**src/rtl/core/kl_pkg.sv**
```systemverilog
// shared constants and tables for the keyword lexer
`timescale 1ns / 1ps

package kl_pkg;

    localparam int KIND_W     = 5;
    localparam int NUM_KW     = 6;
    localparam int KW_SLOTS   = 8;
    localparam int NUM_OP     = 11;
    localparam int MAX_RES    = 3;

    localparam logic [KIND_W-1:0] KIND_IDENT   = 5'd6;
    localparam logic [KIND_W-1:0] KIND_NUMBER  = 5'd7;
    localparam logic [KIND_W-1:0] KIND_STRING  = 5'd8;
    localparam logic [KIND_W-1:0] KIND_OP_BASE = 5'd9;
    localparam logic [KIND_W-1:0] KIND_EOF     = 5'd20;
    localparam logic [KIND_W-1:0] KIND_UNKNOWN = 5'd21;

    localparam logic [NUM_KW-1:0] ALL_CANDIDATES = 6'h3F;

    // keyword text, zero padded; row index is the keyword kind
    localparam logic [7:0] KW_TEXT [NUM_KW][KW_SLOTS] = '{
        '{"f", "u", "n", "c", 8'h00, 8'h00, 8'h00, 8'h00},
        '{"m", "a", "i", "n", 8'h00, 8'h00, 8'h00, 8'h00},
        '{"p", "r", "i", "n", "t",   8'h00, 8'h00, 8'h00},
        '{"v", "a", "r", 8'h00, 8'h00, 8'h00, 8'h00, 8'h00},
        '{"i", "f", 8'h00, 8'h00, 8'h00, 8'h00, 8'h00, 8'h00},
        '{"w", "h", "i", "l", "e",   8'h00, 8'h00, 8'h00}
    };

    localparam logic [2:0] KW_LEN [NUM_KW] = '{3'd4, 3'd4, 3'd5, 3'd3, 3'd2, 3'd5};

    localparam logic [7:0] OP_CHARS [NUM_OP] = '{
        "(", ")", "{", "}", ";", ",", "=", "+", "-", "*", "/"
    };

    localparam logic [7:0] CH_QUOTE      = 8'h22;
    localparam logic [7:0] CH_UNDERSCORE = 8'h5F;

endpackage

```
**src/rtl/core/kl_if.sv**
```systemverilog
// byte and token channel interfaces for the keyword lexer
`timescale 1ns / 1ps

interface kl_byte_if;
    logic       valid;
    logic       ready;
    logic [7:0] ch;
    logic       final_byte;

    modport source (output valid, output ch, output final_byte, input ready);
    modport sink   (input valid, input ch, input final_byte, output ready);
endinterface

interface kl_token_if #(
    parameter int POS_W = 20,
    parameter int LEN_W = 8
);
    logic                      valid;
    logic                      ready;
    logic [kl_pkg::KIND_W-1:0] kind;
    logic [POS_W-1:0]          start_res;
    logic [LEN_W-1:0]          length;
    logic [7:0]                char_value;
    logic                      too_long;
    logic                      run_end;

    modport source (output valid, output kind, output start_res, output length,
                    output char_value, output too_long, output run_end, input ready);
    modport sink   (input valid, input kind, input start_res, input length,
                    input char_value, input too_long, input run_end, output ready);
endinterface

```
**src/rtl/core/kl_scanner.sv**
```systemverilog
// scanner state and per-byte token classification
`timescale 1ns / 1ps

module kl_scanner #(
    parameter int POS_W   = 20,
    parameter int MAX_LEN = 255,
    parameter int LEN_W   = 8
) (
    input  logic                      clk,
    input  logic                      rst_n,
    input  logic                      accept,
    input  logic [7:0]                ch,
    input  logic                      final_byte,
    output logic [1:0]                res_count,
    output logic [kl_pkg::KIND_W-1:0] res_kind  [kl_pkg::MAX_RES],
    output logic [POS_W-1:0]          res_start [kl_pkg::MAX_RES],
    output logic [LEN_W-1:0]          res_len   [kl_pkg::MAX_RES],
    output logic [7:0]                res_cv    [kl_pkg::MAX_RES],
    output logic                      res_tl    [kl_pkg::MAX_RES]
);

    typedef enum logic [1:0] {
        MODE_IDLE   = 2'd0,
        MODE_IDENT  = 2'd1,
        MODE_NUMBER = 2'd2,
        MODE_STRING = 2'd3
    } mode_t;

    mode_t                      mode_reg, mode_next;
    logic [POS_W-1:0]           start_reg, start_next;
    logic [LEN_W-1:0]           len_reg, len_next;
    logic                       ovf_reg, ovf_next;
    logic [POS_W-1:0]           pos_reg, pos_next;
    logic [kl_pkg::NUM_KW-1:0]  cand_reg, cand_next;

    logic [POS_W-1:0]           pos_inc;
    logic                       do_ext, do_pend, do_fresh;
    logic [1:0]                 n;

    function automatic logic is_alpha(input logic [7:0] c);
        return (c inside {["a":"z"], ["A":"Z"]});
    endfunction

    function automatic logic is_digit(input logic [7:0] c);
        return (c inside {["0":"9"]});
    endfunction

    function automatic logic is_ident(input logic [7:0] c);
        return is_alpha(c) || is_digit(c) || (c == kl_pkg::CH_UNDERSCORE);
    endfunction

    function automatic logic is_space(input logic [7:0] c);
        return (c inside {8'h20, [8'h09:8'h0D]});
    endfunction

    // drop keywords whose character at this index differs or that end before this index
    function automatic logic [kl_pkg::NUM_KW-1:0] filter(
        input logic [kl_pkg::NUM_KW-1:0] cands,
        input logic [LEN_W-1:0]          idx,
        input logic [7:0]                c
    );
        logic [kl_pkg::NUM_KW-1:0] r;
        r = cands;
        for (int k = 0; k < kl_pkg::NUM_KW; k++) begin
            if (idx >= LEN_W'(kl_pkg::KW_LEN[k]) || kl_pkg::KW_TEXT[k][idx[2:0]] != c)
            begin
                r[k] = 1'b0;
            end
        end
        return r;
    endfunction

    function automatic logic [kl_pkg::KIND_W-1:0] pending_kind(
        input mode_t                     m,
        input logic                      ov,
        input logic [kl_pkg::NUM_KW-1:0] cands,
        input logic [LEN_W-1:0]          len
    );
        logic [kl_pkg::KIND_W-1:0] r;
        r = kl_pkg::KIND_STRING;
        if (m == MODE_NUMBER)
        begin
            r = kl_pkg::KIND_NUMBER;
        end
        else if (m == MODE_IDENT)
        begin
            r = kl_pkg::KIND_IDENT;
            if (!ov)
            begin
                for (int k = 0; k < kl_pkg::NUM_KW; k++) begin
                    if (cands[k] && LEN_W'(kl_pkg::KW_LEN[k]) == len)
                    begin
                        r = kl_pkg::KIND_W'(k);
                    end
                end
            end
        end
        return r;
    endfunction

    function automatic logic [kl_pkg::KIND_W-1:0] single_kind(input logic [7:0] c);
        logic [kl_pkg::KIND_W-1:0] r;
        r = kl_pkg::KIND_UNKNOWN;
        for (int k = 0; k < kl_pkg::NUM_OP; k++) begin
            if (kl_pkg::OP_CHARS[k] == c)
            begin
                r = kl_pkg::KIND_OP_BASE + kl_pkg::KIND_W'(k);
            end
        end
        return r;
    endfunction

    assign pos_inc = pos_reg + 1'b1;

    always_comb
    begin
        mode_next  = mode_reg;
        start_next = start_reg;
        len_next   = len_reg;
        ovf_next   = ovf_reg;
        cand_next  = cand_reg;
        pos_next   = pos_inc;
        do_ext     = 1'b0;
        do_pend    = 1'b0;
        do_fresh   = 1'b0;
        n          = 2'd0;
        for (int i = 0; i < kl_pkg::MAX_RES; i++) begin
            res_kind[i]  = '0;
            res_start[i] = '0;
            res_len[i]   = '0;
            res_cv[i]    = '0;
            res_tl[i]    = 1'b0;
        end

        case (mode_reg)
            MODE_IDENT:
            begin
                if (is_ident(ch)) do_ext = 1'b1;
                else
                begin
                    do_pend  = 1'b1;
                    do_fresh = 1'b1;
                end
            end
            MODE_NUMBER:
            begin
                if (is_digit(ch)) do_ext = 1'b1;
                else
                begin
                    do_pend  = 1'b1;
                    do_fresh = 1'b1;
                end
            end
            MODE_STRING:
            begin
                if (ch == kl_pkg::CH_QUOTE) do_pend = 1'b1;
                else                        do_ext  = 1'b1;
            end
            default: do_fresh = 1'b1;
        endcase

        if (do_ext)
        begin
            if (mode_next == MODE_IDENT) cand_next = filter(cand_next, len_next, ch);
            if (len_next < LEN_W'(MAX_LEN)) len_next = len_next + 1'b1;
            else                            ovf_next = 1'b1;
        end

        if (do_pend)
        begin
            res_kind[n]  = pending_kind(mode_next, ovf_next, cand_next, len_next);
            res_start[n] = start_next;
            res_len[n]   = len_next;
            res_tl[n]    = ovf_next;
            n            = n + 1'b1;
            mode_next    = MODE_IDLE;
            len_next     = '0;
            ovf_next     = 1'b0;
            cand_next    = kl_pkg::ALL_CANDIDATES;
        end

        if (do_fresh && !is_space(ch))
        begin
            ovf_next  = 1'b0;
            cand_next = kl_pkg::ALL_CANDIDATES;
            if (is_alpha(ch) || ch == kl_pkg::CH_UNDERSCORE)
            begin
                mode_next  = MODE_IDENT;
                start_next = pos_reg;
                cand_next  = filter(kl_pkg::ALL_CANDIDATES, '0, ch);
                len_next   = LEN_W'(1);
            end
            else if (is_digit(ch))
            begin
                mode_next  = MODE_NUMBER;
                start_next = pos_reg;
                len_next   = LEN_W'(1);
            end
            else if (ch == kl_pkg::CH_QUOTE)
            begin
                // string text starts after the opening quote
                mode_next  = MODE_STRING;
                start_next = pos_inc;
                len_next   = '0;
            end
            else
            begin
                res_kind[n]  = single_kind(ch);
                res_start[n] = pos_reg;
                res_len[n]   = LEN_W'(1);
                res_cv[n]    = ch;
                n            = n + 1'b1;
            end
        end

        if (final_byte)
        begin
            if (mode_next != MODE_IDLE)
            begin
                res_kind[n]  = pending_kind(mode_next, ovf_next, cand_next, len_next);
                res_start[n] = start_next;
                res_len[n]   = len_next;
                res_tl[n]    = ovf_next;
                n            = n + 1'b1;
            end
            res_kind[n]  = kl_pkg::KIND_EOF;
            res_start[n] = pos_inc;
            n            = n + 1'b1;
            mode_next    = MODE_IDLE;
            start_next   = '0;
            len_next     = '0;
            ovf_next     = 1'b0;
            cand_next    = kl_pkg::ALL_CANDIDATES;
            pos_next     = '0;
        end

        res_count = n;
    end

    always_ff @(posedge clk or negedge rst_n)
    begin
        if (!rst_n)
        begin
            mode_reg  <= MODE_IDLE;
            start_reg <= '0;
            len_reg   <= '0;
            ovf_reg   <= 1'b0;
            pos_reg   <= '0;
            cand_reg  <= kl_pkg::ALL_CANDIDATES;
        end
        else if (accept)
        begin
            mode_reg  <= mode_next;
            start_reg <= start_next;
            len_reg   <= len_next;
            ovf_reg   <= ovf_next;
            pos_reg   <= pos_next;
            cand_reg  <= cand_next;
        end
    end

endmodule

```
**src/rtl/core/kl_res_buf.sv**
```systemverilog
// result register that holds the tokens of one byte and hands them out in order
`timescale 1ns / 1ps

module kl_res_buf #(
    parameter int POS_W = 20,
    parameter int LEN_W = 8
) (
    input  logic                      clk,
    input  logic                      rst_n,
    input  logic                      in_valid,
    output logic                      in_ready,
    input  logic [1:0]                res_count,
    input  logic [kl_pkg::KIND_W-1:0] res_kind  [kl_pkg::MAX_RES],
    input  logic [POS_W-1:0]          res_start [kl_pkg::MAX_RES],
    input  logic [LEN_W-1:0]          res_len   [kl_pkg::MAX_RES],
    input  logic [7:0]                res_cv    [kl_pkg::MAX_RES],
    input  logic                      res_tl    [kl_pkg::MAX_RES],
    kl_token_if.source                tok_out
);

    logic [kl_pkg::KIND_W-1:0] kind_reg  [kl_pkg::MAX_RES];
    logic [POS_W-1:0]          start_reg [kl_pkg::MAX_RES];
    logic [LEN_W-1:0]          len_reg   [kl_pkg::MAX_RES];
    logic [7:0]                cv_reg    [kl_pkg::MAX_RES];
    logic                      tl_reg    [kl_pkg::MAX_RES];
    logic [1:0]                rem_reg;
    logic [1:0]                rd_reg;
    logic                      out_xfer;
    logic                      load;

    assign out_xfer = tok_out.valid && tok_out.ready;
    // take a new byte when no token waits or the last waiting token leaves in this cycle
    assign in_ready = (rem_reg == 2'd0) || (rem_reg == 2'd1 && tok_out.ready);
    assign load     = in_valid && in_ready;

    assign tok_out.valid      = (rem_reg != 2'd0);
    assign tok_out.kind       = kind_reg[rd_reg];
    assign tok_out.start_res  = start_reg[rd_reg];
    assign tok_out.length     = len_reg[rd_reg];
    assign tok_out.char_value = cv_reg[rd_reg];
    assign tok_out.too_long   = tl_reg[rd_reg];
    assign tok_out.run_end    = (rem_reg == 2'd1);

    always_ff @(posedge clk or negedge rst_n)
    begin
        if (!rst_n)
        begin
            rem_reg <= 2'd0;
            rd_reg  <= 2'd0;
        end
        else if (load)
        begin
            rem_reg <= res_count;
            rd_reg  <= 2'd0;
        end
        else if (out_xfer)
        begin
            rem_reg <= rem_reg - 1'b1;
            if (rem_reg != 2'd1) rd_reg <= rd_reg + 1'b1;
        end
    end

    always_ff @(posedge clk)
    begin
        if (load)
        begin
            kind_reg  <= res_kind;
            start_reg <= res_start;
            len_reg   <= res_len;
            cv_reg    <= res_cv;
            tl_reg    <= res_tl;
        end
    end

endmodule

```
**src/rtl/core/keyword_lexer_top.sv**
```systemverilog
// keyword lexer: source bytes in, tokens out
// byte_in carries one source byte per transfer with final_byte marking the end
// of the source. tok_out carries one token per transfer: kind, start offset,
// length (saturating at MAX_TOKEN_LEN, too_long set beyond it), char_value for
// operator and unknown tokens, and run_end on the last token of a byte.
// a byte is classified in the cycle it is taken; its tokens (zero to three)
// sit in the result register and appear on tok_out from the next cycle on,
// one per cycle while tok_out is ready. throughput is one byte per cycle
// while each byte gives at most one token and tok_out is ready; a byte that
// gives two or three tokens holds byte_in until its last token is taken, as
// there is a single token output port. an identifier or number is finished
// by the byte that follows it, so its token leaves with that byte.
// reset clears the scanner to idle at offset zero and empties the result
// register. when tok_out stalls, tokens hold and byte_in stays low-ready
// until the last waiting token is taken. after a final byte the scanner
// returns to its reset state and offsets restart at zero.
`timescale 1ns / 1ps

module keyword_lexer_top #(
    parameter int POSITION_BITS = 20,
    parameter int MAX_TOKEN_LEN = 255
) (
    input  logic       clk,
    input  logic       rst_n,
    kl_byte_if.sink    byte_in,
    kl_token_if.source tok_out
);

    localparam int LEN_W = $clog2(MAX_TOKEN_LEN + 1);

    logic [1:0]                res_count;
    logic [kl_pkg::KIND_W-1:0] res_kind  [kl_pkg::MAX_RES];
    logic [POSITION_BITS-1:0]  res_start [kl_pkg::MAX_RES];
    logic [LEN_W-1:0]          res_len   [kl_pkg::MAX_RES];
    logic [7:0]                res_cv    [kl_pkg::MAX_RES];
    logic                      res_tl    [kl_pkg::MAX_RES];
    logic                      in_ready;
    logic                      accept;

    assign byte_in.ready = in_ready;
    assign accept        = byte_in.valid && in_ready;

    kl_scanner #(
        .POS_W   (POSITION_BITS),
        .MAX_LEN (MAX_TOKEN_LEN),
        .LEN_W   (LEN_W)
    ) u_scanner (
        .clk        (clk),
        .rst_n      (rst_n),
        .accept     (accept),
        .ch         (byte_in.ch),
        .final_byte (byte_in.final_byte),
        .res_count  (res_count),
        .res_kind   (res_kind),
        .res_start  (res_start),
        .res_len    (res_len),
        .res_cv     (res_cv),
        .res_tl     (res_tl)
    );

    kl_res_buf #(
        .POS_W (POSITION_BITS),
        .LEN_W (LEN_W)
    ) u_res_buf (
        .clk       (clk),
        .rst_n     (rst_n),
        .in_valid  (byte_in.valid),
        .in_ready  (in_ready),
        .res_count (res_count),
        .res_kind  (res_kind),
        .res_start (res_start),
        .res_len   (res_len),
        .res_cv    (res_cv),
        .res_tl    (res_tl),
        .tok_out   (tok_out)
    );

endmodule

```
**src/flat_wrapper.sv**
```systemverilog
// flat-port wrapper written by rule: the top's interface ports become plain ports
module keyword_lexer_top_flat 
#(
    parameter int POSITION_BITS = 20,
    parameter int MAX_TOKEN_LEN = 255
)
  (clk, rst_n, byte_in_valid, byte_in_ch, byte_in_final_byte, byte_in_ready, tok_out_valid, tok_out_kind, tok_out_start_res, tok_out_length, tok_out_char_value, tok_out_too_long, tok_out_run_end, tok_out_ready);
  kl_byte_if byte_in_i ();
  kl_token_if #(.POS_W((20)), .LEN_W(8)) tok_out_i ();
  input  logic clk;
  input  logic rst_n;
  input wire logic [$bits(byte_in_i.valid)-1:0] byte_in_valid;
  input wire logic [$bits(byte_in_i.ch)-1:0] byte_in_ch;
  input wire logic [$bits(byte_in_i.final_byte)-1:0] byte_in_final_byte;
  output wire logic [$bits(byte_in_i.ready)-1:0] byte_in_ready;
  output wire logic [$bits(tok_out_i.valid)-1:0] tok_out_valid;
  output wire logic [$bits(tok_out_i.kind)-1:0] tok_out_kind;
  output wire logic [$bits(tok_out_i.start_res)-1:0] tok_out_start_res;
  output wire logic [$bits(tok_out_i.length)-1:0] tok_out_length;
  output wire logic [$bits(tok_out_i.char_value)-1:0] tok_out_char_value;
  output wire logic [$bits(tok_out_i.too_long)-1:0] tok_out_too_long;
  output wire logic [$bits(tok_out_i.run_end)-1:0] tok_out_run_end;
  input wire logic [$bits(tok_out_i.ready)-1:0] tok_out_ready;
  assign byte_in_i.valid = byte_in_valid;
  assign byte_in_i.ch = byte_in_ch;
  assign byte_in_i.final_byte = byte_in_final_byte;
  assign byte_in_ready = byte_in_i.ready;
  assign tok_out_valid = tok_out_i.valid;
  assign tok_out_kind = tok_out_i.kind;
  assign tok_out_start_res = tok_out_i.start_res;
  assign tok_out_length = tok_out_i.length;
  assign tok_out_char_value = tok_out_i.char_value;
  assign tok_out_too_long = tok_out_i.too_long;
  assign tok_out_run_end = tok_out_i.run_end;
  assign tok_out_i.ready = tok_out_ready;
  keyword_lexer_top #(.POSITION_BITS(POSITION_BITS), .MAX_TOKEN_LEN(MAX_TOKEN_LEN)) u_core (.clk(clk), .rst_n(rst_n), .byte_in(byte_in_i), .tok_out(tok_out_i));
endmodule
```
**config.mk**
```make
export PLATFORM = sky130hd
export DESIGN_NAME = keyword_lexer_top_flat
export DESIGN_NICKNAME = d
export VERILOG_FILES = /design/src/rtl/core/kl_pkg.sv /design/src/rtl/core/kl_if.sv /design/src/rtl/core/kl_scanner.sv /design/src/rtl/core/kl_res_buf.sv /design/src/rtl/core/keyword_lexer_top.sv /design/src/flat_wrapper.sv
export SDC_FILE = /design/constraint.sdc
export NUM_CORES = 1
export LEC_CHECK = 0
export BUFFER_PORTS_ARGS = -buffer_cell sky130_fd_sc_hd__buf_2
export CORE_MARGIN = 3
export CORE_UTILIZATION = 45
export DETAILED_ROUTE_END_ITERATION = 10
export PLACE_DENSITY = 0.64
export REMOVE_ABC_BUFFERS = 1
export SYNTH_ARGS = -nofsm -noshare
export SYNTH_HDL_FRONTEND = slang
export SYNTH_HIERARCHICAL = 1
export SYNTH_SLANG_ARGS = --single-unit
```
**constraint.sdc**
```tcl
create_clock -name clk -period 8.98 [get_ports clk]
set_input_delay 1.347 -clock clk [delete_from_list [all_inputs] [get_ports clk]]
set_output_delay 1.347 -clock clk [all_outputs]
set_load 0.01 [all_outputs]
```
---- Word-level counts from Yosys, hierarchy flattened ----
Memory sizes are Yosys's and may differ from the RTL's.
Index checks and enable logic that the tools add are counted.
word-level totals
  register bits ........................... 187
  latch bits .............................. 0
  bits in writable memories ............... 0
  ROM bits ................................ 384
  input port bits ......................... 13
  word-level logic and storage cells ...... 333
  memories kept ........................... 6
memories
  memory           words  bits a word  rd ports  clocked after Yosys merged registers in  wr ports  RTL line          source
  (no name shown)  8      8            1         0                                        0         kl_scanner.sv:65  if (idx >= LEN_W'(kl_pkg::KW_LEN[k]) || kl_pkg::KW_TEXT[k][idx[2:0]] != c)
  (no name shown)  8      8            1         0                                        0         kl_scanner.sv:65
  (no name shown)  8      8            1         0                                        0         kl_scanner.sv:65
  (no name shown)  8      8            1         0                                        0         kl_scanner.sv:65
  (no name shown)  8      8            1         0                                        0         kl_scanner.sv:65
  (no name shown)  8      8            1         0                                        0         kl_scanner.sv:65
cells by class
  add/sub/neg operators ................... 7
  multiply operators ...................... 0
  divide/modulo/power cells ............... 0
  magnitude comparators ................... 21
  equal/unequal tests ..................... 41
  shifts and indexed selects .............. 0
  mux-type cells .......................... 178
  bitwise logic cells ..................... 13
  reduce and logical (&&, ||, !) cells .... 44
operators by type and width
  kind                count
  $mux 60             7
  $mux 20             12
  $mux 8              27
  $mux 5              39
  $bwmux 60           3
  $mux 24             6
  $demux 20 s2        3
  $mux 15             7
  $eq 6x8->1 const A  9
  $ne 7x8->1 const A  6
  $ne 8x8->1          6
  $bmux 20 s2         1
  $mux 2              18
  $mux 6              6
  $bmux 8 s2          2
  $demux 8 s2         2
  $eq 2x8->1 const A  4
  $eq 3x8->1 const A  4
  $bwmux 15           2
  $demux 5 s2         3
  $mux 1              28
  $and 24x24->24      1
  $bwmux 24           1
  $logic_and 1x1->1   23
  43 further kinds    84

---- Logic depth before layout (Yosys ltp) ----
  depth in word-level cells ............... 31
  depth in mapped cells ................... 23
  mapped depth without buffers ............ 18

---- Modules after synthesis ----
The synthesis kept the hierarchy.
modules (own cells, without submodules)
  module             times used  cells an instance  area each (um2)  seq. area each (um2)
  kl_scanner         1           1004               6905.4           1433.9
  kl_res_buf         1           302                5047.3           3883.7
  keyword_lexer_top  1           1                  6.3              0.0

---- Worst setup path after synthesis ----
Ideal clock, no wire load.
  kind .................................... input to register
  start point ............................. input port byte_in_ch[1]
  end point ............................... register u_core/u_res_buf/start_reg[48] in the netlist's numbering, data pin
  setup time .............................. 0.270 ns
  data arrival time ....................... 5.582 ns
  data required time ...................... 8.710 ns
  slack ................................... 3.128 ns
  cell stages on the path ................. 21
  path through ............................ buf_4 > nor4_1 > nand3_1 > a41o_1 > clkbuf_1 > a21o_1 > clkbuf_1 > clkinv_1 > buf_1 > ha_1 > a21oi_1 > inv_1 > ha_1 > nor2_1 > a21oi_1 > ha_1 > and2_1 > clkbuf_1 > clkbuf_1 > clkbuf_1 > a21oi_1
RTL lines
  what                  RTL line            source
  start, declared       flat_wrapper.sv:13  input wire logic [$bits(byte_in_i.ch)-1:0] byte_in_ch;
  end signal, assigned  kl_res_buf.sv:68    start_reg <= res_start;
  end, declared         kl_res_buf.sv:22    logic [POS_W-1:0] start_reg [kl_pkg::MAX_RES];

==> metrics.md <==
| Metric | Value |
|---|---|
| Die Span X | 169.0 um |
| Insertion delay to the later sink of the worst-skew pair | 0.44 ns |
| Cell row count | 59 |
| Relative area change from synthesis to final layout | 7.460% |
| Number of instances resized during post-cts repair | 0 |
| GRT Residual Overflow | 0 |
| Count of cells along the worst register-to-register path | 16 |
| Share of final-layout standard cells stronger than drive strength 1 | 11.35% |
| Ratio of total power to cell area | 373.4 nW/um^2 |
| Final core utilization | 49.32% |
| Initial Util | 45.89% |
| Endpoint type of the worst setup path | flop |
| Synth cell types | 85 |
| Outcome | complete, no violations |
| Max-capacitance violation count | 0 |
| Crit path required time | 9.25 ns |
| WS Path Type | input port to flop |
| Ports placed on the boundary | 58 |
| Height of the chip | 169.0 um |
| Synthesized area per cell | 9.150 sq um |
| Multi-input combinational cell area | 5824 sq um |
| Syn Inst Count | 1307 |
| Fillcell total | 2421 |
| Sequential Area | 5319 sq um |
| Complex-gate fraction of the synthesized area | 22.95% |
| DR vias/cell | 6.331 |
| Hold Path Stages | 2 |
| Tightest slew margin relative to the limit | 22.09% |
| Final Routed Wirelength | 34400 um |
| Total half-perimeter wirelength after legalization and detailed placement | 21940 um |
| Share of the cycle needed by the critical path after routing | 76.74% |
| Crit path launch type | input port |
| Largest net degree at the start of global routing | 91 |
| Upper clock frequency limit | 145.1 MHz |
| Flip-flop count of the largest register after layout | 60 |
| Area of the die | 28570 sq um |
| Via count | 10380 |
| Simple-Gate Fraction of Synth Area | 15.93% |
| Number of sinks on the clock net | 187 |
| Clock buffer count from CTS | 17 |
| Antenna violations before repair | 1 |
| TritonCTS clock tree | done |
| Buffer levels on the longest clock path | 2 |
| DRC violation total after the first TritonRoute iteration | 1402 |
| Number of synthesized register bits | 187 |
| H-tree levels | 4 |
| Post-synthesis mux area share | 4.321% |
| Global-route wire length before repair | 54490 um |
| Via count of the first global-routing pass | 9505 |
| Fraction of synthesized cell area in xor and xnor cells | 2.637% |
| Data arrival at the endpoint of the critical path | 7.16 ns |
| Routed len/inst | 20.99 um |
| Unrepaired setup endpoints after global routing | no |
| Fin Clk Skew | 0.009477 ns |
| Biggest fanout along the worst timing path | 25 |
| Tot GR Track Use | 24.18% |
| Remaining number of nets flagged by the antenna check after routing | 0 |
| DRC violation count after routing | 0 |
| Root Buffer | sky130_fd_sc_hd__clkbuf_16 |
| Number of flops mapped to enable cells by yosys | 126 |
| Setup bufs post-CTS | 0 |
| Post-synthesis instance area | 11960 sq um |
| Number of hold buffers added after cts | 0 |
| Final net count | 1328 |
| Final TNS setup | 0 ns |
| Slew Viols, Final | 0 |
| Number of warnings printed during yosys synthesis | 6 |
| Core Footprint | 26060 sq um |
| Sequential area share after synthesis | 44.47% |
| Area share of fa/ha/maj cells after synthesis | 2.511% |
| Setup violators final | 0 |
| Top flip-flop cell by instance count after synthesis | sky130_fd_sc_hd__edfxtp_1 |
| Proportion of register bits with asynchronous set or reset after synthesis | 32.62% |
| Largest voltage drop on the vdd net | 280.4 uV |
| Number of input and output port buffers inserted | 57 |
| First-pass iteration count of the detailed router | 6 |
| Largest family of logic cells by synthesized area | compound AO/OA/AOI/OAI gates |
| Total leakage power | 4.602 nW |
| Clock transition at the register clock pins on the worst setup and hold paths after CTS | 0.07 ns |
| Slew at the pin closest to its max-slew limit | 1.169 ns |
| Worst hold-check path type | flop to flop |
| Crit path time final | 6.892 ns |
| Placer Congestion | 0.9207 |
| Count of inserted antenna diode cells | 0 |
| Final number of hold-violating endpoints | 0 |
[worst paths after layout]
kind                                                    from                        endpoint  slack (ns)
max in group asynchronous                              rst_n     u_core/u_scanner/len_reg[2]        7.28
worst min-delay path            u_core/u_scanner/cand_reg[4]    u_core/u_scanner/cand_reg[4]        0.51
worst min register to register  u_core/u_scanner/cand_reg[4]    u_core/u_scanner/cand_reg[4]        0.51
worst max register to register  u_core/u_scanner/mode_reg[1]  u_core/u_res_buf/start_reg[22]        3.01
worst max-delay path                           byte_in_ch[5]  u_core/u_res_buf/start_reg[22]        2.09
min in group asynchronous                              rst_n      u_core/u_res_buf/rd_reg[0]        1.08
[final cells by class]
cell class | count | share of cell area [%]
Clock buffer | 17 | 3.310
Clock inverter | 15 | 1.402
Inverter | 74 | 2.161
Multi-Input combinational cell | 938 | 45.32
Sequential cell | 187 | 41.39
Tap cell | 335 | 3.262
Timing Repair Buffer | 73 | 3.155
[cell families after synthesis]
kind of cell | count (synthesis)
buffers and inverters | 189
other | 1
adders and majority gates | 24
DFF | 187
xor gates and xnor gates | 36
and+or+nand+nor | 390
AOI/OAI and AO/OA | 429
muxes | 51
[through the flow]
step	instances	setup WS (ns)	cell area [sq um]	hold WS, ns	power, mW
finish	1639	2.088	12850	0.5101	4.798
global route	1639	1.674	12850	0.5328	5.127
CTS	1639	2.230	12850	0.5053	4.772
floorplan	1199	3.189	11410	0.4793	3.193
detailed placement	1607	1.748	12250	0.4928	3.998
global placement	1607	1.940	12250	0.4910	3.967
[cell usage after synthesis (5+ instances only)]
master,instances,area (sq um)
sky130_fd_sc_hd__a211oi_1,10,75.07
sky130_fd_sc_hd__a21o_1,7,52.55
sky130_fd_sc_hd__a21oi_1,96,480.5
sky130_fd_sc_hd__a22o_1,6,52.55
sky130_fd_sc_hd__a22oi_1,7,52.55
sky130_fd_sc_hd__a311oi_1,7,61.31
sky130_fd_sc_hd__a31oi_1,23,143.9
sky130_fd_sc_hd__and2_1,19,118.9
sky130_fd_sc_hd__and3_1,10,62.56
sky130_fd_sc_hd__buf_4,9,67.56
sky130_fd_sc_hd__buf_8,7,105.1
sky130_fd_sc_hd__clkbuf_1,90,337.8
sky130_fd_sc_hd__dfrtp_1,55,1376
sky130_fd_sc_hd__dfstp_2,6,157.7
sky130_fd_sc_hd__edfxtp_1,126,3784
sky130_fd_sc_hd__ha_1,24,300.3
sky130_fd_sc_hd__inv_1,72,270.3
sky130_fd_sc_hd__mux2_2,5,56.30
sky130_fd_sc_hd__mux2i_1,46,460.4
sky130_fd_sc_hd__nand2_1,133,499.2
sky130_fd_sc_hd__nand2b_1,11,68.82
sky130_fd_sc_hd__nand3_1,34,170.2
sky130_fd_sc_hd__nand4_1,6,37.54
sky130_fd_sc_hd__nor2_1,88,330.3
sky130_fd_sc_hd__nor2b_1,16,100.1
sky130_fd_sc_hd__nor3_1,27,135.1
sky130_fd_sc_hd__nor4_1,13,81.33
sky130_fd_sc_hd__o21a_1,6,45.04
sky130_fd_sc_hd__o21ai_0,90,450.4
sky130_fd_sc_hd__o21ai_1,20,100.1
sky130_fd_sc_hd__o221a_2,13,146.4
sky130_fd_sc_hd__o221ai_1,11,96.34
sky130_fd_sc_hd__o22a_1,7,61.31
sky130_fd_sc_hd__o22ai_1,76,475.5
sky130_fd_sc_hd__xnor2_1,27,236.5
sky130_fd_sc_hd__xor2_1,9,78.83
[critical path, stage by stage]
cell and delay [ns]:
sky130_fd_sc_hd__buf_2 0.20, sky130_fd_sc_hd__nor2b_1 0.38, sky130_fd_sc_hd__and4b_1 0.47, sky130_fd_sc_hd__a41o_1 0.29, sky130_fd_sc_hd__a21o_1 0.49, sky130_fd_sc_hd__clkinv_1 0.62, sky130_fd_sc_hd__ha_1 0.49, sky130_fd_sc_hd__a21oi_1 0.39
sky130_fd_sc_hd__inv_1 0.09, sky130_fd_sc_hd__ha_1 0.30, sky130_fd_sc_hd__nor2_1 0.09, sky130_fd_sc_hd__a21oi_1 0.07, sky130_fd_sc_hd__ha_1 0.25, sky130_fd_sc_hd__nand2_1 0.64, sky130_fd_sc_hd__nand3_1 0.67, sky130_fd_sc_hd__o221ai_1 0.36
[where the power goes]
| group | switching [mW] | internal [mW] |
|---|---|---|
| combinational | 1.65 | 0.863 |
| clock | 0.368 | 0.399 |
| sequential | 0.187 | 1.33 |
| total | 2.20 | 2.60 |
[placed cells by master, fill, tap and decap left out, types with 6 or more instances in the layout]
cell type                   instances
sky130_fd_sc_hd__inv_1             72
sky130_fd_sc_hd__clkbuf_16         17
sky130_fd_sc_hd__xnor2_1           27
sky130_fd_sc_hd__a21oi_1           96
sky130_fd_sc_hd__o22a_1             7
sky130_fd_sc_hd__buf_4             16
sky130_fd_sc_hd__ha_1              24
sky130_fd_sc_hd__a22oi_1            7
sky130_fd_sc_hd__o221a_2           13
sky130_fd_sc_hd__dfstp_2            6
sky130_fd_sc_hd__edfxtp_1         126
sky130_fd_sc_hd__nor4_1            13
sky130_fd_sc_hd__nor3_1            27
sky130_fd_sc_hd__nor2_1            87
sky130_fd_sc_hd__o21ai_0           90
sky130_fd_sc_hd__nand3_1           34
sky130_fd_sc_hd__a311oi_1           7
sky130_fd_sc_hd__mux2i_1           46
sky130_fd_sc_hd__o22ai_1           76
sky130_fd_sc_hd__a22o_1             6
sky130_fd_sc_hd__a21o_1             7
sky130_fd_sc_hd__buf_2             57
sky130_fd_sc_hd__xor2_1             9
sky130_fd_sc_hd__nand2_1          133
sky130_fd_sc_hd__nor2b_1           16
sky130_fd_sc_hd__nand4_1            6
sky130_fd_sc_hd__nand2b_1          11
sky130_fd_sc_hd__and3_1            10
sky130_fd_sc_hd__and2_1            17
sky130_fd_sc_hd__o221ai_1          11
sky130_fd_sc_hd__o21a_1             6
sky130_fd_sc_hd__o21ai_1           20
sky130_fd_sc_hd__a31oi_1           23
sky130_fd_sc_hd__conb_1             8
sky130_fd_sc_hd__dfrtp_1           54
sky130_fd_sc_hd__a211oi_1           9
[per-layer routing]
layer / wire length (um) / global-route usage, %
met5: 8 / 0
met2: 15290 / 36.72
met3: 2894 / 3.573
met1: 15480 / 35.95
met4: 731 / 7.234
(Power assumes the default switching activity.)
